`src/design/pjw_string_hash_bucket_defines.svh`:
```
// assertion macros of the pjw hash bucket block, used by pjw_mod_serial
// no dependencies; expects clk and arst_n in the including scope
`ifndef PJW_STRING_HASH_BUCKET_DEFINES_SVH
`define PJW_STRING_HASH_BUCKET_DEFINES_SVH

// checked only outside reset
`define PJW_ASSERT(lbl, prop, msg) \
	lbl: assert property (@(posedge clk) disable iff (!arst_n) prop) else $error(msg);

// checked at every edge, reset included
`define PJW_ASSERT_ALWAYS(lbl, prop, msg) \
	lbl: assert property (@(posedge clk) prop) else $error(msg);

`endif

```
`src/design/pjw_pkg.sv`:
```
// shared widths, register indexes and transaction types of the pjw hash bucket block
// no dependencies
package pjw_pkg;

	localparam int HASH_W     = 28;
	localparam int BUCKET_W   = 31;
	localparam int BYTE_W     = 8;
	localparam int CFG_IDX_W  = 1;
	localparam int CFG_DATA_W = 31;

	localparam logic [CFG_IDX_W-1:0] REG_BUCKET_COUNT = 1'd0;
	localparam logic [CFG_IDX_W-1:0] REG_CHAR_SIGNED  = 1'd1;

	localparam logic [BUCKET_W-1:0] BUCKET_COUNT_RST = 31'd256;
	localparam logic                CHAR_SIGNED_RST  = 1'b1;

	typedef struct packed {
		logic [BYTE_W-1:0] key_byte;
		logic              has_byte;
		logic              last;
	} key_item_t;

	typedef struct packed {
		logic [BUCKET_W-1:0] bucket_index;
		logic [HASH_W-1:0]   raw_hash;
	} bucket_item_t;

	typedef struct packed {
		logic [HASH_W-1:0] raw_hash;
	} hash_job_t;

endpackage

```
`src/design/pjw_stream_if.sv`:
```
// valid/ready stream channel carrying one payload per transaction
// payload type is a parameter, normally a struct from pjw_pkg
interface pjw_stream_if #(
	parameter type payload_t = logic
);
	logic     valid;
	logic     ready;
	payload_t data;

	modport source (output valid, output data, input ready);
	modport sink (input valid, input data, output ready);
endinterface

```
`src/design/pjw_mod_serial.sv`:
```
// bit-serial restoring modulo of the final hash by bucket_count, plus output register
// depends on pjw_pkg, pjw_stream_if and pjw_string_hash_bucket_defines.svh
`include "pjw_string_hash_bucket_defines.svh"

module pjw_mod_serial (
	input  logic                          clk,
	input  logic                          arst_n,
	input  logic [pjw_pkg::BUCKET_W-1:0]  bucket_count,
	input  pjw_pkg::hash_job_t            job,
	input  logic                          job_valid,
	output logic                          job_ready,
	pjw_stream_if.source                  buckets
);

	localparam int CNT_W = $clog2(pjw_pkg::HASH_W);
	localparam logic [CNT_W-1:0] CNT_LAST = CNT_W'(pjw_pkg::HASH_W - 1);

	typedef enum logic [2:0] {
		S_IDLE = 3'b001,
		S_RUN  = 3'b010,
		S_DONE = 3'b100
	} state_t;

	state_t                       state_q;
	logic [CNT_W-1:0]             cnt_q;
	logic [pjw_pkg::HASH_W-1:0]   dividend_q;
	logic [pjw_pkg::HASH_W-1:0]   raw_q;
	logic [pjw_pkg::BUCKET_W-1:0] div_q;
	logic [pjw_pkg::BUCKET_W-1:0] rem_q;
	logic [pjw_pkg::BUCKET_W:0]   trial;
	logic [pjw_pkg::BUCKET_W:0]   divisor_ext;
	logic                         ge;
	logic [pjw_pkg::BUCKET_W-1:0] rem_nx;
	pjw_pkg::bucket_item_t        out_q;
	logic                         out_valid_q;
	logic                         out_load;

	assign job_ready   = (state_q == S_IDLE);
	assign divisor_ext = {1'b0, div_q};
	assign trial       = {rem_q, dividend_q[pjw_pkg::HASH_W-1]};
	assign ge          = (trial >= divisor_ext);
	// below the divisor the trial value fits in the remainder width
	assign rem_nx      = ge ? pjw_pkg::BUCKET_W'(trial - divisor_ext)
	                        : trial[pjw_pkg::BUCKET_W-1:0];
	assign out_load    = (state_q == S_DONE) && (!out_valid_q || buckets.ready);

	always_ff @(posedge clk or negedge arst_n) begin
		if (!arst_n) begin
			state_q     <= S_IDLE;
			cnt_q       <= '0;
			out_valid_q <= 1'b0;
		end else begin
			if (out_load) begin
				out_valid_q <= 1'b1;
			end else if (buckets.ready) begin
				out_valid_q <= 1'b0;
			end
			case (state_q)
				S_IDLE: begin
					if (job_valid) begin
						state_q <= S_RUN;
						cnt_q   <= '0;
					end
				end
				S_RUN: begin
					cnt_q <= cnt_q + 1'b1;
					if (cnt_q == CNT_LAST) begin
						state_q <= S_DONE;
					end
				end
				S_DONE: begin
					if (out_load) begin
						state_q <= S_IDLE;
					end
				end
				default: begin
					state_q <= S_IDLE;
				end
			endcase
		end
	end

	always_ff @(posedge clk) begin
		if (state_q == S_IDLE && job_valid) begin
			dividend_q <= job.raw_hash;
			raw_q      <= job.raw_hash;
			div_q      <= bucket_count;
			rem_q      <= '0;
		end else if (state_q == S_RUN) begin
			dividend_q <= {dividend_q[pjw_pkg::HASH_W-2:0], 1'b0};
			rem_q      <= rem_nx;
		end
		if (out_load) begin
			// zero bucket count reports bucket zero
			out_q.bucket_index <= (div_q == '0) ? '0 : rem_q;
			out_q.raw_hash     <= raw_q;
		end
	end

	assign buckets.valid = out_valid_q;
	assign buckets.data  = out_q;

	`PJW_ASSERT(a_rem_below_div,
		(state_q == S_RUN && div_q != '0) |-> (rem_q < div_q),
		"remainder not below divisor")
	`PJW_ASSERT(a_out_from_done,
		$rose(out_valid_q) |-> $past(state_q == S_DONE),
		"result without finished division")
	`PJW_ASSERT(a_cnt_bound,
		(state_q != S_RUN) || (cnt_q <= CNT_LAST),
		"bit counter overran")

endmodule

```
`src/flat_wrapper.sv`:
```
// flat-port wrapper written by rule: the top's interface ports become plain ports
module pjw_mod_serial_flat 
  (clk, arst_n, bucket_count, job, job_valid, job_ready, buckets_valid, buckets_data, buckets_ready);
  pjw_stream_if buckets_i ();
  input  logic clk;
  input  logic arst_n;
  input  logic [pjw_pkg::BUCKET_W-1:0] bucket_count;
  input  pjw_pkg::hash_job_t job;
  input  logic job_valid;
  output logic job_ready;
  output wire logic [$bits(buckets_i.valid)-1:0] buckets_valid;
  output wire logic [$bits(buckets_i.data)-1:0] buckets_data;
  input wire logic [$bits(buckets_i.ready)-1:0] buckets_ready;
  assign buckets_valid = buckets_i.valid;
  assign buckets_data = buckets_i.data;
  assign buckets_i.ready = buckets_ready;
  pjw_mod_serial u_core (.clk(clk), .arst_n(arst_n), .bucket_count(bucket_count), .job(job), .job_valid(job_valid), .job_ready(job_ready), .buckets(buckets_i));
endmodule
```
`config.mk`:
```
export PLATFORM = sky130hd
export DESIGN_NAME = pjw_mod_serial_flat
export DESIGN_NICKNAME = d
export VERILOG_FILES = /design/src/design/pjw_pkg.sv /design/src/design/pjw_stream_if.sv /design/src/design/pjw_mod_serial.sv /design/src/flat_wrapper.sv
export VERILOG_INCLUDE_DIRS = /design/src /design/src/design
export SDC_FILE = /design/constraint.sdc
export NUM_CORES = 1
export LEC_CHECK = 0
export ABC_AREA = 0
export BUFFER_PORTS_ARGS = -buffer_cell sky130_fd_sc_hd__buf_4
export CAP_MARGIN = 20
export CORE_MARGIN = 10
export CORE_UTILIZATION = 34
export CTS_BUF_LIST = sky130_fd_sc_hd__clkbuf_4 sky130_fd_sc_hd__clkbuf_8
export CTS_CLUSTER_DIAMETER = 80
export DETAILED_ROUTE_END_ITERATION = 8
export PLACE_DENSITY = 0.92
export SLEW_MARGIN = 0
export SYNTH_ARGS = -nofsm -noshare
export SYNTH_HDL_FRONTEND = slang
export SYNTH_SLANG_ARGS = --single-unit
```
`constraint.sdc`:
```
create_clock -name clk -period 2.5 [get_ports clk]
set_input_delay 0.625 -clock clk [delete_from_list [all_inputs] [get_ports clk]]
set_output_delay 0.625 -clock clk [all_outputs]
set_load 0.02 [all_outputs]
```
==> summary.md, run 1 <==
| Metric | Value |
|---|---|
| Post-CTS Setup Bufs | `0` |
| Worst r2r dst | `u_core.cnt_q[4]$_DFFE_PN0P_` |
| CP Launch Type | `flop` |
| Later-pin clock latency in the skew report | `260 ps` |
| Combinational power share | `26.6%` |
| Final-stage net count | `121` |
| WP data arrival | `1270 ps` |
| Hold Slack | `175 ps` |
| Hold buffers post-CTS | `0` |
| I/O pin cnt | `66` |
| Initial core utilization | `35.3%` |
| Post-route ant nets | `0` |
| Unrepaired setup endpoints after global routing | `no` |
| Total CTS buffers | `3` |
| Total number of vias | `368` |
| Fmax | `0.529 GHz` |
| Clock Tree Root | `clkbuf_4` |
| HP Class | `in2async` |
| Post-synth design cell area | `519 um^2` |
| Distinct cells, synth | `25` |
| Synthesized net count | `109` |
| R2r setup slk | `1180 ps` |
| Register bit count reported by yosys | `11` |
| Cells along the critical path | `nor3b_1 > buf_4` |
| PortBufs | `7` |
| Antenna violations before repair | `0` |
| Register area share after synthesis | `55.2%` |
| Status | `finished, final reports clean` |
| First-pass iteration count of the detailed router | `4` |
| Power per cell area | `859 mW/mm^2` |
| Maximum vdd drop | `0.266 mV` |
| Layout fillers | `147` |
| # diodes | `0` |
| CTS tree | `done` |
| Worst setup EP type | `primary output` |
| Sw Pwr | `0.000168 W` |
| # DRC | `0` |
| Die width | `59.1 um` |
| Largest net degree at the start of global routing | `10` |
| Setup crit end | `job_ready` |
| Multi-input combinational cell area | `221 um^2` |
| Gpl congestion | `0.728` |
| HPWL after DPL | `758 um` |
| All-Layer GR Usage | `6.18%` |
| Fin crit share | `75.6%` |
| Final setup viols | `0` |
| Critical path class | `reg2out` |
| Highest-count cells in the layout ignoring fill and taps | `dfrtp_1, buf_4, nor2_1, nand2_1, clkbuf_4` |
| Post-Synthesis Cells | `45` |
| Mean Syn Cell Area | `11.5 um^2` |
| Htree depth | `1` |
| Die H | `59.1 um` |
| First-pass GRT wire length | `1.68 mm` |
| Slew HR | `77.8%` |
| Vias in the first global route | `385` |
| Max Cap Viol | `0` |
| Met1 global-route usage | `6.64%` |
| P_int | `0.000366 W` |
| Origin of the worst setup path | `u_core.state_q[0]$_DFFE_PN1P_` |
| Critical path required time | `1880 ps` |
| GR peak layer | `met2` |
| Worst slew pin tran | `333 ps` |
| Crit-path max cell delay | `610 ps` |
| Sw Share | `31.5%` |
| DRT iter0 DRCs | `6` |
| Setup_tns | `0 ps` |
| FP Rows | `14` |
| Slowest CP cell | `dfstp_2` |
| Clk sinks | `11` |
| Final hold violations | `0` |
| Die area | `0.00349 mm^2` |
| Critical R2R Launch | `u_core.state_q[0]$_DFFE_PN1P_` |
| GR Util met3 | `1.50%` |
| Area of the core | `0.00147 mm^2` |
| CTS Buffer Depth | `2` |
| LEAKAGE | `0.282 nW` |
| Worst clock skew | `1.73 ps` |
| Ys Warns | `0` |
| Met2 usage in global routing | `9.61%` |
| Clock-pin slew on the worst setup and hold paths | `60 ps` |
| Routed WL per cell | `12.6 um` |
| FF/Latch Area | `287 um^2` |
| Commonest non-fill, non-tap cell in the layout | `dfrtp_1` |
| Min Tclk post-route | `1890 ps` |
| Proportion of layout cells with a drive suffix above 1 | `26.8%` |
| Largest fanout on the critical path | `7` |
| R2r worst-path depth | `4` |
| Final worst slack | `610 ps` |
| Clock Power Share | `23.2%` |
| Sequential power share | `50.2%` |
| WL final | `904 um` |
| Post-DR vias/cell | `5.11` |
| Worst slack at placement | `886 ps` |
| Layout area overhead | `19.8%` |
| CTS resizes | `0` |
| Max Slew Vio Count | `0` |
| Total grt overflow | `0` |
worst min path at each step:
| stage | to | slack (ps) | depth (start not counted) |
|---|---|---|---|
| after floorplan | u_core.buckets.valid$_DFFE_PN0P_ | 330 | 0 |
| after global placement | u_core.buckets.data$_DFFE_PP_ | 400 | 0 |
| after detailed placement | u_core.buckets.data$_DFFE_PP_ | 420 | 0 |
| after CTS | u_core.state_q[2]$_DFFE_PN0P_ | 170 | 1 |
| after global routing | u_core.state_q[1]$_DFFE_PN0P_ | 170 | 1 |
| final | u_core.cnt_q[4]$_DFFE_PN0P_ | 170 | 1 |
cells by family after synthesis:
kind of cell	count (synthesis)	share of synthesized area, %
muxes	1	1.93
and+or+nand+nor	20	25.3
adders and majority gates	1	2.41
xor gates and xnor gates	2	3.37
DFF	11	55.2
buffers and inverters	3	2.17
AOI/OAI and AO/OA	7	9.64
state kept, by name, indices dropped and copies added, names as in the netlist:
signal                count
u_core.state_q            3
u_core.raw_q              1
u_core.cnt_q              5
u_core.buckets.valid      1
u_core.buckets.data       1
area by class of cell:
cell class                 instances  share of cell area [%]
timing repair buffer               7                    8.45
inverter                           3                    1.81
clock buffer                       4                    4.83
multi-input combinational         31                    35.6
sequential                        11                    46.1
tap                               16                    3.22
synth_stat cells, drive strengths merged:
cell / number / area share, %
nand3: 2 / 1.9
edfxtp: 2 / 12
ha: 1 / 2.4
and4b: 1 / 1.9
a31oi: 1 / 1.2
o21ai: 1 / 0.96
nand3b: 2 / 2.9
dfstp: 1 / 5.1
nor4bb: 1 / 1.9
nand2: 4 / 2.9
nand4bb: 1 / 2.2
nor2: 5 / 4.1
o21a: 1 / 1.4
a21oi: 1 / 0.96
dfrtp: 8 / 39
xnor2: 2 / 3.4
mux2i: 1 / 1.9
nor3b: 2 / 5.1
a22o: 3 / 5.1
and3: 1 / 1.2
nand2b: 1 / 1.2
inv: 3 / 2.2
critical path: cells and delay by family (launching register included):
family        cells  cell delay, ps
flops             1             610
buf+inv           1             180
simple gates      1             220
metal layers:
layer  wire (um)  up-vias  share of wire, %
met5           0        -                 0
li1            -      184                 -
met1         364      172                40
met3          63        2               7.0
met2         452       10                50
met4          23        0               2.5
power groups by stage:
stage | Clock, W | Combinational (W) | Sequential [W]
global placement | 0 | 0.000140 | 0.000267
detailed placement | 0 | 0.000145 | 0.000272
global route | 0.000138 | 0.000162 | 0.000278
CTS | 0.000131 | 0.000146 | 0.000268
finish | 0.000124 | 0.000142 | 0.000268
floorplan | 0 | 0.000106 | 0.000259
through the flow:
| step | power [W] | instances | utilization (%) | instance area, um^2 |
|---|---|---|---|---|
| floorplan | 0.000365 | 45 | - | 519 |
| global placement | 0.000407 | 68 | 40.2 | 592 |
| detailed placement | 0.000417 | 68 | 40.2 | 592 |
| CTS | 0.000544 | 72 | 42.3 | 622 |
| global route | 0.000579 | 72 | 42.3 | 622 |
| finish | 0.000534 | 72 | 42.3 | 622 |
Power figures use the tool's default switching activity.
==> run 2: changes to the inputs <==
Settings changed: CORE_ASPECT_RATIO from default to 1.25, CORE_UTILIZATION 34 to 32, PLACE_DENSITY 0.92 to 0.88.
Clock period 2.5 ns to 1.9 ns, I/O delays scaled along.
==> run 2 against run 1 <==
Routed wire length increased by 18%. Final cell count increased by 2.8%. Critical path depth unchanged. Combinational power increased by 32%. Clock power increased by 42%. Non-clock buffer count unchanged. First-iteration DRC count increased by 17%. Clock-buffer cell count unchanged. Clock skew increased by 3.9 ps. Total power increased by 35%. Setup slack got worse by 430 ps. Sequential share of layout area decreased by 0.18 points.
==> summary.md, run 2 (synthesized netlist as in run 1, its figures left out) <==
| Metric | Value |
|---|---|
| Initial core utilization | `33.3% (-2.0 points)` |
| HP Class | `in2async` |
| First-pass GRT wire length | `1.83 mm (+8.6%)` |
| Final hold violations | `0 (unchanged)` |
| Critical path required time | `1420 ps (-460 ps)` |
| Sequential power share | `49.5% (-0.7 points)` |
| Worst setup EP type | `primary output` |
| Area of the core | `0.00156 mm^2 (+6.1%)` |
| Clock-pin slew on the worst setup and hold paths | `70 ps (about the same)` |
| Later-pin clock latency in the skew report | `270 ps (about the same)` |
| Clock Tree Root | `clkbuf_4` |
| Die area | `0.00364 mm^2 (+4.4%)` |
| Status | `finished, final reports clean` |
| I/O pin cnt | `66 (unchanged)` |
| Met2 usage in global routing | `10.8% (+1.2 points)` |
| Largest Register | `u_core.cnt_q` |
| GR peak layer | `met2` |
| FF/Latch Area | `287 um^2 (unchanged)` |
| Worst slack at placement | `476 ps (-410 ps)` |
| Total grt overflow | `0 (unchanged)` |
| Die width | `56.0 um (-5.2%)` |
| Layout area overhead | `20.2%` |
| Hold buffers post-CTS | `0 (unchanged)` |
| Post-DR vias/cell | `5.23 (+2.3%)` |
| PortBufs | `7 (unchanged)` |
| Min Tclk post-route | `1720 ps` |
| First-pass iteration count of the detailed router | `4 (unchanged)` |
| # DRC | `0 (unchanged)` |
| Met1 global-route usage | `5.74% (-0.90 points)` |
| Slew HR | `77.9% (+0.14 points)` |
| Commonest non-fill, non-tap cell in the layout | `dfrtp_1` |
| Clk sinks | `11 (unchanged)` |
| Slowest CP cell | `dfstp_2` |
| CP Launch Type | `flop` |
| Setup_tns | `0 ps (unchanged)` |
| WP data arrival | `1250 ps (-20 ps)` |
| Sw Share | `33.2% (+1.7 points)` |
| Power per cell area | `1160 mW/mm^2 (+35%)` |
| Final worst slack | `178 ps (-432 ps)` |
| Crit-path max cell delay | `610 ps (about the same)` |
| Htree depth | `1 (unchanged)` |
| Sw Pwr | `0.000239 W (+42%)` |
| P_int | `0.000482 W (+32%)` |
| HPWL after DPL | `788 um (+4.0%)` |
| Post-CTS Setup Bufs | `0 (unchanged)` |
| # diodes | `0 (unchanged)` |
| Largest net degree at the start of global routing | `10 (unchanged)` |
| Die H | `65.0 um (+10%)` |
| Final design utilization | `40.0% (-2.3 points)` |
| DRT iter0 DRCs | `7 (+1)` |
| Final setup viols | `0 (unchanged)` |
| Post-route ant nets | `0 (unchanged)` |
| CTS resizes | `0 (unchanged)` |
| Combinational power share | `26.1% (-0.5 points)` |
| Routed WL per cell | `14.5 um (+15%)` |
| Antenna violations before repair | `0 (unchanged)` |
| Cells along the critical path | `nor3b_1 > buf_4` |
| Max Cap Viol | `0 (unchanged)` |
| CTS Buffer Depth | `2 (unchanged)` |
| LEAKAGE | `0.282 nW (unchanged)` |
| Largest registers | `u_core.cnt_q: 5 flops, u_core.state_q: 3 flops` |
| FP Rows | `16 (+2)` |
| Final-stage net count | `121 (unchanged)` |
| Critical path class | `reg2out` |
| Fin crit share | `90.7%` |
| Fmax | `0.581 GHz` |
| Maximum vdd drop | `0.276 mV (+3.8%)` |
| Total number of vias | `387 (+5.2%)` |
| CTS tree | `done` |
| Clock Power Share | `24.4% (+1.2 points)` |
| Worst clock skew | `5.64 ps (+3.91 ps)` |
| Largest fanout on the critical path | `7 (unchanged)` |
| Gpl congestion | `0.729 (+0.21%)` |
| Multi-input combinational cell area | `221 um^2 (unchanged)` |
| Max reg flops | `5 (unchanged)` |
| Proportion of layout cells with a drive suffix above 1 | `26.8% (unchanged)` |
| Worst slew pin tran | `331 ps (-2.04 ps)` |
| Highest-count cells in the layout ignoring fill and taps | `dfrtp_1, buf_4, nor2_1, nand2_1, clkbuf_4` |
| Layout fillers | `156 (+6.1%)` |
| All-Layer GR Usage | `6.49% (+0.31 points)` |
| Hold Slack | `10.1 ps (-165 ps)` |
| Unrepaired setup endpoints after global routing | `no` |
| GR Util met3 | `1.75% (+0.25 points)` |
| WL final | `1.07 mm (+18%)` |
| Max Slew Vio Count | `0 (unchanged)` |
| Total CTS buffers | `3 (unchanged)` |
| Vias in the first global route | `419 (+8.8%)` |
-- run 2: cell counts in the layout (fill, tap and decap cells not counted) --
Identical to the previous run, type by type.
-- run 2: routing by layer --
metal / share of wire, % / vias up
li1: - / 184
met3: 2.4 / 5
met1: 40 / 191
met5: 0 / -
met4: 4.5 / 0
met2: 53 / 7
-- run 2: cell type report --
class	instances	share of cell area (%)
Sequential cell	11	45.9
Multi-Input combinational cell	31	35.5
Timing Repair Buffer	7	8.42
Clock buffer	4	4.81
Tap cell	18	3.61
Inverter	3	1.80
-- run 2: final timing paths --
path / startpoint / to / slack (ps) / cells past startpoint
min reg2reg: u_core.raw_q[0]$_DFFE_PP_ / u_core.buckets.data$_DFFE_PP_ / 420 / 0
max in group asynchronous: arst_n / u_core.state_q[0]$_DFFE_PN1P_ / 1670 / 1
max: u_core.state_q[0]$_DFFE_PN1P_ / job_ready / 180 / 2
min: arst_n / u_core.cnt_q[1]$_DFFE_PN0P_ / 10 / 1
max reg2reg: u_core.state_q[0]$_DFFE_PN1P_ / u_core.cnt_q[4]$_DFFE_PN0P_ / 530 / 4
min in group clk: job[0] / u_core.raw_q[0]$_DFFE_PP_ / 380 / 1
-- run 2: per-stage QoR --
| stage | total power (W) | instances | area, um^2 |
|---|---|---|---|
| finish | 0.000722 | 74 | 624 |
| global route | 0.000773 | 74 | 624 |
| global placement | 0.000536 | 70 | 594 |
| CTS | 0.000728 | 74 | 624 |
| floorplan | 0.000481 | 45 | 519 |
| detailed placement | 0.000549 | 70 | 594 |
-- run 2: critical path: cells and delay by family (launching register included) --
kind / cells / cell delay [ps]
flops: 1 / 610
simple gates: 1 / 200
buf+inv: 1 / 170
-- run 2: power by group through the flow --
stage	Clock, W	Combinational [W]	Sequential [W]
2_1_floorplan	0	0.000139	0.000341
3_3_place_gp	0	0.000184	0.000351
3_5_place_dp	0	0.000191	0.000359
4_1_cts	0.000179	0.000192	0.000357
5_1_grt	0.000190	0.000218	0.000365
6_report	0.000176	0.000188	0.000357
==> run 3: changes to the inputs <==
Settings changed: ABC_AREA 0 to 1, CORE_UTILIZATION 32 to 34.
==> run 3 against run 2 <==
Maximum frequency grew 6.0%. Design area rose by 10%. Die area grew 3.6%. Routed wire length decreased by 0.65%. Total power up 20%. Register-to-register slack better by 170 ps. Clock power is 4% lower. Largest cell class unchanged. Highest routed layer unchanged.
==> summary.md, run 3 <==
| Metric | Value |
|---|---|
| Status | `finished, final reports clean` |
| Highest-count cells in the layout ignoring fill and taps | `nand2_1, nand3_1, inv_1` |
| Largest Register | `u_core.cnt_q` |
| Most frequent cell after synthesis | `nand2_1` |
| Final worst slack | `276 ps (+98.1 ps)` |
| Proportion of layout cells with a drive suffix above 1 | `23.2% (-3.6 points)` |
| Unrepaired setup endpoints after global routing | `no` |
| R2r setup slk | `700 ps (+170 ps)` |
| Mean Syn Cell Area | `8.19 um^2 (-29%)` |
| WP data arrival | `1150 ps (-100 ps)` |
| Clock Tree Root | `clkbuf_4` |
| Commonest non-fill, non-tap cell in the layout | `nand2_1` |
| Clk sinks | `11 (unchanged)` |
| # diodes | `0 (unchanged)` |
| Post-synth EDFFs | `2 (unchanged)` |
| Critical path class | `reg2out` |
| Area leader, netlist | `dfrtp_1` |
| HP Class | `in2async` |
| Largest net degree at the start of global routing | `10 (unchanged)` |
| Later-pin clock latency in the skew report | `270 ps (about the same)` |
| CP Launch Type | `flop` |
| Gpl congestion | `0.739 (+1.4%)` |
| I/O pin cnt | `66 (unchanged)` |
| Routed WL per cell | `10.6 um (-26%)` |
| Fin cells | `100 (+35%)` |
| First-pass GRT wire length | `1.91 mm (+4.5%)` |
| Worst setup EP type | `primary output` |
| Worst clock skew | `2.30 ps (-3.34 ps)` |
| Total grt overflow | `0 (unchanged)` |
| Total CTS buffers | `3 (unchanged)` |
| Fmax | `0.616 GHz (+6.0%)` |
| Total number of vias | `483 (+25%)` |
| Die area | `0.00378 mm^2 (+3.6%)` |
| Top_reg_cell synth | `dfrtp_1` |
| Post-synth design cell area | `582 um^2 (+12%)` |
| Final-stage net count | `147 (+21%)` |
| Worst slew pin tran | `223 ps (-108 ps)` |
| All-Layer GR Usage | `6.25% (-0.24 points)` |
| CTS tree | `done` |
| Vias in the first global route | `459 (+9.5%)` |
| Register bit count reported by yosys | `11 (unchanged)` |
| Synthesized net count | `135 (+24%)` |
| Max reg flops | `5 (unchanged)` |
| Min Tclk post-route | `1620 ps (-98.1 ps)` |
| Largest registers | `u_core.cnt_q: 5 flops, u_core.state_q: 3 flops` |
| Most frequent cells after synthesis | `nand2_1, nand3_1, inv_1, dfrtp_1, nor2_1` |
| Async S/R FF share, synth | `81.8% (unchanged)` |
| Critical path required time | `1420 ps (about the same)` |
| Hold Slack | `17.8 ps (+7.70 ps)` |
| Htree depth | `1 (unchanged)` |
| Hold buffers post-CTS | `0 (unchanged)` |
| R2r worst-path depth | `2 (-2)` |
| Worst r2r dst | `u_core.raw_q[0]$_DFFE_PP_` |
| LEAKAGE | `0.373 nW (+32%)` |
| PortBufs | `7 (unchanged)` |
| Critical R2R Launch | `u_core.state_q[0]$_DFFE_PN1P_` |
| HPWL after DPL | `842 um (+6.8%)` |
| Largest fanout on the critical path | `5 (-2)` |
| Layout fillers | `166 (+6.4%)` |
| Post-synth top area share | `34.4% (-4.1 points)` |
| Ys Warns | `0 (unchanged)` |
| Post-route ant nets | `0 (unchanged)` |
| Post-DR vias/cell | `4.83 (-7.6%)` |
| Clock-pin slew on the worst setup and hold paths | `60 ps (about the same)` |
| CTS resizes | `0 (unchanged)` |
| Layout area overhead | `18.1%` |
| Max Cap Viol | `0 (unchanged)` |
| Synth top area cells | `dfrtp_1, nand3_1, edfxtp_1` |
| WL final | `1.06 mm (-0.65%)` |
| Maximum vdd drop | `0.700 mV (+150%)` |
| Max Slew Vio Count | `0 (unchanged)` |
| Power per cell area | `1260 mW/mm^2 (+9.0%)` |
| DRT iter0 DRCs | `12 (+5)` |
| Final instance area | `687 um^2 (+10%)` |
| Post-DP Area | `657 um^2 (+11%)` |
| Origin of the worst setup path | `u_core.state_q[0]$_DFFE_PN1P_` |
| # DRC | `0 (unchanged)` |
| Initial core utilization | `36.3% (+3.1 points)` |
| Area of the core | `0.00160 mm^2 (+2.6%)` |
| Die H | `66.3 um (+1.9%)` |
| Antenna violations before repair | `0 (unchanged)` |
| First-pass iteration count of the detailed router | `4 (unchanged)` |
| Setup_tns | `0 ps (unchanged)` |
| FP Rows | `16 (unchanged)` |
| Slew HR | `85.1% (+7.2 points)` |
| Final hold violations | `0 (unchanged)` |
| Final setup viols | `0 (unchanged)` |
| Die width | `57 um (+1.7%)` |
| Distinct cells, synth | `16 (-36%)` |
| Register area share after synthesis | `49.2% (-5.9 points)` |
| Post-CTS Setup Bufs | `0 (unchanged)` |
| Post-Synthesis Cells | `71 (+58%)` |
| Worst slack at placement | `562 ps (+85.9 ps)` |
| DP Cell Count | `96 (+37%)` |
| CTS Buffer Depth | `2 (unchanged)` |
| Fin crit share | `85.5% (-5.2 points)` |
## run 3: critical path: stages, from the launching register on
cell and delay [ps]:
dfstp_2 580, nand3_1 110, inv_1 70, buf_4 130
## run 3: logic make-up (layout without fill, tap and decap cells)
logic type	count (synthesis)	after routing	synth area share, %
simple gates	45	45	39.4
buf+inv	13	24	8.39
flops	11	11	49.2
fa+ha+maj	1	1	2.15
compound gates	1	1	0.859
## run 3: worst max-delay path by stage
stage | endpoint | slack [ps] | cells past startpoint
finish | job_ready | 280 | 3
global route | job_ready | 200 | 4
CTS | job_ready | 270 | 3
detailed placement | job_ready | 560 | 3
global placement | job_ready | 580 | 3
floorplan | job_ready | 630 | 2
## run 3: layer usage
| metal | vias to the layer above | wire length, um | GRT usage [%] |
|---|---|---|---|
| met5 | - | 0 | 0 |
| met4 | 0 | 14 | 4.41 |
| met3 | 2 | 98 | 3.27 |
| met2 | 12 | 479 | 9.10 |
| met1 | 218 | 471 | 6.82 |
| li1 | 251 | - | - |
## run 3: through the flow
stage / util [%] / total power, W
final: 42.9 / 0.000866
after CTS: 42.9 / 0.000874
after global routing: 42.9 / 0.000946
after detailed placement: 41.0 / 0.000703
after global placement: 41.0 / 0.000685
after floorplan: - / 0.000606
## run 3: report_power, final
group / switching [W] / total (W) / internal, W
Combinational: 0.000192 / 0.000307 / 0.000114
Clock: 0.0000730 / 0.000169 / 0.0000955
Sequential: 0.0000779 / 0.000390 / 0.000312
Total: 0.000343 / 0.000866 / 0.000522
## run 3: layout make-up
cell class | count | area (um^2) | area share [%]
tap | 18 | 22.5 | 3.28
clock buffer | 4 | 30.0 | 4.37
inverter | 13 | 48.8 | 7.10
multi-input combinational | 47 | 246 | 35.9
timing repair buffer | 7 | 52.6 | 7.65
sequential | 11 | 287 | 41.7
